==> src/design/bis_pkg.sv <==
// shared constants, types and helpers of the bilinear image scaler
`default_nettype none
package bis_pkg;
  localparam int MAX_DIM    = 256;
  localparam int MAX_PIXELS = 16384;
  localparam int DIM_W      = 9;
  localparam int COORD_W    = 8;
  localparam int IDX_W      = 14;
  localparam int FRAC_BITS  = 16;
  localparam int STEP_W     = DIM_W + FRAC_BITS;
  localparam int POS_W      = COORD_W + STEP_W;
  localparam int ADDR_W     = COORD_W + DIM_W;
  localparam int CNT_W      = 5;

  typedef enum logic {
    OP_LOAD  = 1'b0,
    OP_SCALE = 1'b1
  } op_t;

  typedef enum logic [1:0] {
    REG_SRC_WIDTH  = 2'd0,
    REG_SRC_HEIGHT = 2'd1,
    REG_DST_WIDTH  = 2'd2,
    REG_DST_HEIGHT = 2'd3
  } reg_idx_t;

  typedef struct packed {
    logic start;
    logic busy;
  } div_ctl_t;

  function automatic logic [DIM_W-1:0] clamp_dim(input logic [DIM_W-1:0] v);
    logic [DIM_W-1:0] r;
    if (v == '0) begin
      r = DIM_W'(1);
    end else if (v > DIM_W'(MAX_DIM)) begin
      r = DIM_W'(MAX_DIM);
    end else begin
      r = v;
    end
    return r;
  endfunction
endpackage
`default_nettype wire

==> src/design/bis_div.sv <==
// restoring divider for the 9.16 step, one quotient bit per cycle
`default_nettype none
module bis_div (
  input  wire logic                       clk,
  input  wire logic                       rst,
  input  wire logic                       start,
  input  wire logic [bis_pkg::DIM_W-1:0]  num,
  input  wire logic [bis_pkg::DIM_W-1:0]  den,
  output logic                            busy,
  output logic [bis_pkg::STEP_W-1:0]      quo
);
  import bis_pkg::*;

  logic [CNT_W-1:0] cnt;
  logic [DIM_W-1:0] rem;
  logic [DIM_W:0]   rem_sh;
  logic             ge;

  assign rem_sh = {rem, quo[STEP_W-1]};
  assign ge     = rem_sh >= {1'b0, den};

  always_ff @(posedge clk) begin
    if (rst) begin
      busy <= 1'b0;
      cnt  <= '0;
      quo  <= STEP_W'(1) << FRAC_BITS;
    end else if (start) begin
      busy <= 1'b1;
      cnt  <= CNT_W'(STEP_W - 1);
      quo  <= {num, FRAC_BITS'(0)};
    end else if (busy) begin
      quo <= {quo[STEP_W-2:0], ge};
      if (cnt == '0) begin
        busy <= 1'b0;
      end else begin
        cnt <= cnt - CNT_W'(1);
      end
    end
  end

  always_ff @(posedge clk) begin
    if (start) begin
      rem <= '0;
    end else if (busy) begin
      rem <= ge ? DIM_W'(rem_sh - {1'b0, den}) : DIM_W'(rem_sh);
    end
  end
endmodule
`default_nettype wire

==> config.mk <==
export PLATFORM = sky130hd
export DESIGN_NAME = bis_div
export DESIGN_NICKNAME = d
export VERILOG_FILES = /design/src/design/bis_pkg.sv /design/src/design/bis_div.sv
export SDC_FILE = /design/constraint.sdc
export NUM_CORES = 1
export LEC_CHECK = 0
export BUFFER_PORTS_ARGS = -buffer_cell sky130_fd_sc_hd__buf_2
export CORE_ASPECT_RATIO = 0.9
export CORE_MARGIN = 2
export CORE_UTILIZATION = 56
export DETAILED_ROUTE_END_ITERATION = 6
export GPL_ROUTABILITY_DRIVEN = 0
export GPL_TIMING_DRIVEN = 0
export PLACE_DENSITY_LB_ADDON = 0.1
export SETUP_SLACK_MARGIN = 0.05
export SKIP_CTS_REPAIR_TIMING = 1
export SYNTH_ARGS = -nofsm -noshare
export SYNTH_HDL_FRONTEND = slang
export SYNTH_SLANG_ARGS = --single-unit
==> constraint.sdc <==
create_clock -name clk -period 3.8 [get_ports clk]
set_clock_uncertainty 0.15 [all_clocks]
set_input_delay 0.19 -clock clk [delete_from_list [all_inputs] [get_ports clk]]
set_output_delay 0.19 -clock clk [all_outputs]
set_load 0.05 [all_outputs]
## After elaboration in Yosys (flattened, before gate mapping)

Cells that the tools add are included.

- Word-level logic and storage cells: 25
- Input bits: 21
- Register bits: 40
- Output and inout bits: 26

- Mux-type cells: 9
- Order comparisons: 1
- Add/subtract/negate cells: 2
- Equality and inequality tests: 1
- Bitwise logic cells: 1
- Reductions and logical operators: 5

Operators by type and width:

| kind | number |
|---|---|
| two-way mux 25 bit | 2 |
| two-way mux 5 bit | 3 |
| greater-or-equal comparator 10 x 9 -> 1 bit | 1 |
| two-way mux 9 bit | 1 |
| subtractor 9 bit | 1 |
| zero test 5 bit | 1 |
| subtractor 5 x 1 -> 5 bit, second input constant | 1 |
| AND reduction 2 bit | 2 |
| two-way mux 1 bit | 3 |
| inequality test 2 bit, second input constant | 1 |
| nonzero test 2 bit | 1 |
| OR reduction 2 bit | 1 |
| inverter 1 bit | 1 |

## Logic depth before layout (Yosys ltp)

- Word-level depth: 4
- Depth in mapped cells: 10
- Depth with buffers taken out: 9

## Worst setup path before layout

No wires, ideal clock.

- Kind: register to register
- From: register quo[24] in the netlist's numbering
- To: register rem[4]
- Slack: 1283 ps
- Cell stages (with the launch flop): 11
- Required time: 3528 ps
- Path buffers: 1
- Arrival: 2245 ps
- Path through: dfxtp_1 inv_1 ha_1 inv_1 fa_1 a211oi_1 or2_4 a21bo_1 buf_6 a21oi_2 a311o_1

- Longest elaborated chain between the ends: 2
- Elaborated cells on any way between the ends: 3

RTL lines:

| what | line | RTL |
|---|---|---|
| from (decl) | bis_div.sv:10 | `output logic [bis_pkg::STEP_W-1:0] quo` |
| from (signal assigned) | bis_div.sv:26 | `quo <= STEP_W'(1) << FRAC_BITS;` |
| from (signal assigned) | bis_div.sv:30 | `quo <= {num, FRAC_BITS'(0)};` |
| from (signal assigned) | bis_div.sv:32 | `quo <= {quo[STEP_W-2:0], ge};` |
| subtractor 9 bit or greater-or-equal comparator 10 x 9 -> 1 bit (tied branches) | bis_div.sv:45, bis_div.sv:20 |  |
| two-way mux 9 bit (*) | bis_div.sv:45 | `rem <= ge ? DIM_W'(rem_sh - {1'b0, den}) : DIM_W'(rem_sh);` |
| to (signal assigned) | bis_div.sv:45 |  |
| to (decl) | bis_div.sv:15 | `logic [DIM_W-1:0] rem;` |

Every way passes the cells marked *; elsewhere a longest branch is shown, timed or not.
A chain may end at the register's enable or synchronous reset.

## Worst setup path in the final report

Ends and elaborated chain as after synthesis.

==> reports/metrics.yaml <==
dieHeight_um: 62.1
yosysWarnings: 0
utilization_pct: 68.8
gr-total-overflow: 0
synth_ff_type: "dfxtp_1"
vias: 1818
insertion_delay_ns: 0.28
status: "finished, violations left"
clockBufferDepth: 2
reg2reg_depth: 10
die_w_um: 68.5
maxCapViolations: 0
cts_tree: "built"
clock_tree.root_cell: "clkbuf_8"
powerDensity_nw_per_um2: 381
reg2reg_slack_ns: 1.33
grt_max_degree: 13
io_buffers: 46
core_um2: 3650
fin_setup_tns_ns: 0
numCtsBuffers: 5
r2r_end: "rem[4]"
setup_viol: 0
violations: "hold timing"
synth-xor-area-share_pct: 2.92
power_mw: 0.956
place_area_um2: 2380
final_cell_area_um2: 2510
relSlewSlack_pct: 54.2
wire_per_inst_um: 12.8
synth.area.mux_share_pct: 11.5
ant_nets: 0
hpwlAfterDp_mm: 3.19
num_rows: 21
synth-edff-count: 0
crit_top_cell: "inv_1"
instances_no_fill: 336
max_freq_mhz: 405
cp.arrival_ns: 2.49
hold_depth: 3
drt-initial-drc-count: 67
cts_htree_levels: 2
finalCritPeriodShare_pct: 65.0
end_kind: "flop"
ys_seq_area_share_pct: 38.2
min_period_ns: 2.47
num_antenna_cells: 0
drcViolationCount: 0
synth-compound-area-share_pct: 19.5
async_flop_share_pct: 0
slowest_stage: "fa_1"
netlist_instances: 234
clk_pin_slew_ns: 0.08
place_ws_ns: 1.33
grt_pass1_vias: 1576
synth-simple-area-share_pct: 16.1
hold_path.class: "input port to flop"
grt.total_usage_pct: 22.0
start_util_pct: 57.4
crit_path_cell_trace: "inv_1 -> ha_1 -> inv_1 -> fa_1 -> a211oi_1 -> or2_4 -> a21bo_1 -> buf_6 -> a21oi_2 -> a311o_1"
final_hold_viol_count: 6
cp-start-kind: "flop"
crit_type: "flop to flop"
synth_top_family_by_area: "compound AO/OA/AOI/OAI gates"
min_to: "quo[17]"
dp_cells: 326
ir_drop_v: 0.000232
synth_fa_ha_area_share_pct: 6.92
worst_pin_slew_ns: 0.683
setup_ws_ns: 1.33
antenna_found_initial: 0
critPathMaxStageDelay_ns: 0.42
required_ns: 3.82
synth-seq-cells: 40
io_pins: 47
min-delay-start: "num[1]"
grt_first_pass_wirelength_mm: 7.00
final_net_count: 321
vias_per_cell: 5.41
cts.sinks: 40
drtPass1Iterations: 4
syn-cell-area_um2: 2100
p_leak_nw: 1.14
drive_gt1_share_pct: 25.2
r2r-start: "quo[24]"
rsz0062_at_grt: "false"
syn_area_per_cell_um2: 8.96
drv_slew: 0
path_max_fanout: 8
syn_to_final_growth_pct: 19.8
hold_slack_ns: -0.0195
synth_cell_types: 52
wirelength_mm: 4.30
synth_fp_nets: 266
dieArea_um2: 4250
## synthesized netlist by cell type, types with 2 or more instances
| library cell | n | area share (%) |
|---|---|---|
| o21bai_1 | 2 | 0.72 |
| mux2i_1 | 24 | 11 |
| a21oi_1 | 15 | 3.6 |
| clkbuf_1 | 5 | 0.90 |
| nor3_1 | 3 | 0.72 |
| or2_2 | 2 | 0.60 |
| dfxtp_1 | 40 | 38 |
| xnor2_1 | 4 | 1.7 |
| ha_1 | 10 | 6.0 |
| a311oi_2 | 2 | 1.4 |
| a211oi_1 | 2 | 0.72 |
| nor2_1 | 42 | 7.5 |
| nand2_1 | 6 | 1.1 |
| buf_2 | 3 | 0.72 |
| nand3_1 | 4 | 0.95 |
| xor2_1 | 3 | 1.3 |
| and2_1 | 4 | 1.2 |
| inv_1 | 14 | 2.5 |
| o21ai_0 | 3 | 0.72 |
| o31ai_1 | 4 | 1.4 |
| a41oi_1 | 3 | 1.3 |
| o21ai_1 | 6 | 1.4 |
| a21o_1 | 2 | 0.72 |
| o21a_1 | 2 | 0.72 |
| nor2_2 | 2 | 0.60 |
## logic make-up (layout without fill, tap and decap cells)
| logic type | Yosys count | after routing |
|---|---|---|
| AO/OA/AOI/OAI | 54 | 54 |
| XOR/XNOR | 7 | 7 |
| adder cells (fa/ha/maj) | 11 | 11 |
| buffers and inverters | 25 | 81 |
| flip-flops | 40 | 40 |
| multiplexers | 24 | 24 |
| AND/OR/NAND/NOR | 73 | 73 |
## sequential cells by signal, indices dropped and copies added, names as in the netlist
| name | count |
|---|---|
| rem | 9 |
| busy | 1 |
| cnt | 5 |
| quo | 25 |
## worst max path at each step
stage | start | end | slack (ns) | cells past startpoint
finish | quo[24] | rem[4] | 1.33 | 10
floorplan | quo[24] | rem[4] | 1.28 | 10
global placement | quo[24] | rem[4] | 1.36 | 10
detailed placement | quo[24] | rem[4] | 1.33 | 10
global route | quo[24] | rem[4] | 1.15 | 10
CTS | quo[24] | rem[4] | 1.33 | 10
## worst max-delay path, delay by kind of cell, from the launching register on
kind	cells	cell delay, ns
buf+inv	3	0.26
flops	1	0.33
simple gates	1	0.21
fa+ha+maj	2	0.58
compound gates	4	0.83
## final cells by class
type                    count  area, um^2
multi-input cells         169        1190
fillers                   323        1140
flip-flops and latches     40         801
repair buffers             48         250
clock buffers               6        72.6
well taps                  46        57.6
inverters                  15        56.3
plain buffers              10        48.8
clock inverters             2        35.0
## layout by cell type, fill, tap and decap left out, types with 2 or more instances in the layout
master and n:
xnor2_1 4, o31ai_1 4, o21ai_1 6, or2_2 2, o21ai_0 3, nor2_1 42, a211oi_1 2, a41oi_1 3
clkbuf_1 6, nor3_1 3, a311oi_2 2, a21oi_1 15, nand3_1 4, dlygate4sd3_1 2, o21a_1 2, a21o_1 2
buf_2 49, ha_1 10, nor2_2 2, and2_1 4, nand2_1 6, xor2_1 3, clkbuf_8 5, mux2i_1 24
inv_1 14, dfxtp_1 40, o21bai_1 2
## per-layer routing
metal | track usage (%) | vias up | share of wire (%)
met2 | 35.7 | 40 | 45
li1 | - | 932 | -
met3 | 4.50 | 9 | 4.1
met4 | 6.00 | 0 | 0.86
met5 | 0 | - | 0
met1 | 30.0 | 837 | 50
## where the power goes
group / switching, mW / internal [mW]
Sequential: 0.0109 / 0.433
Clock: 0.143 / 0.195
Combinational: 0.106 / 0.0685
Total: 0.260 / 0.697
Power figures use the tool's default switching activity.
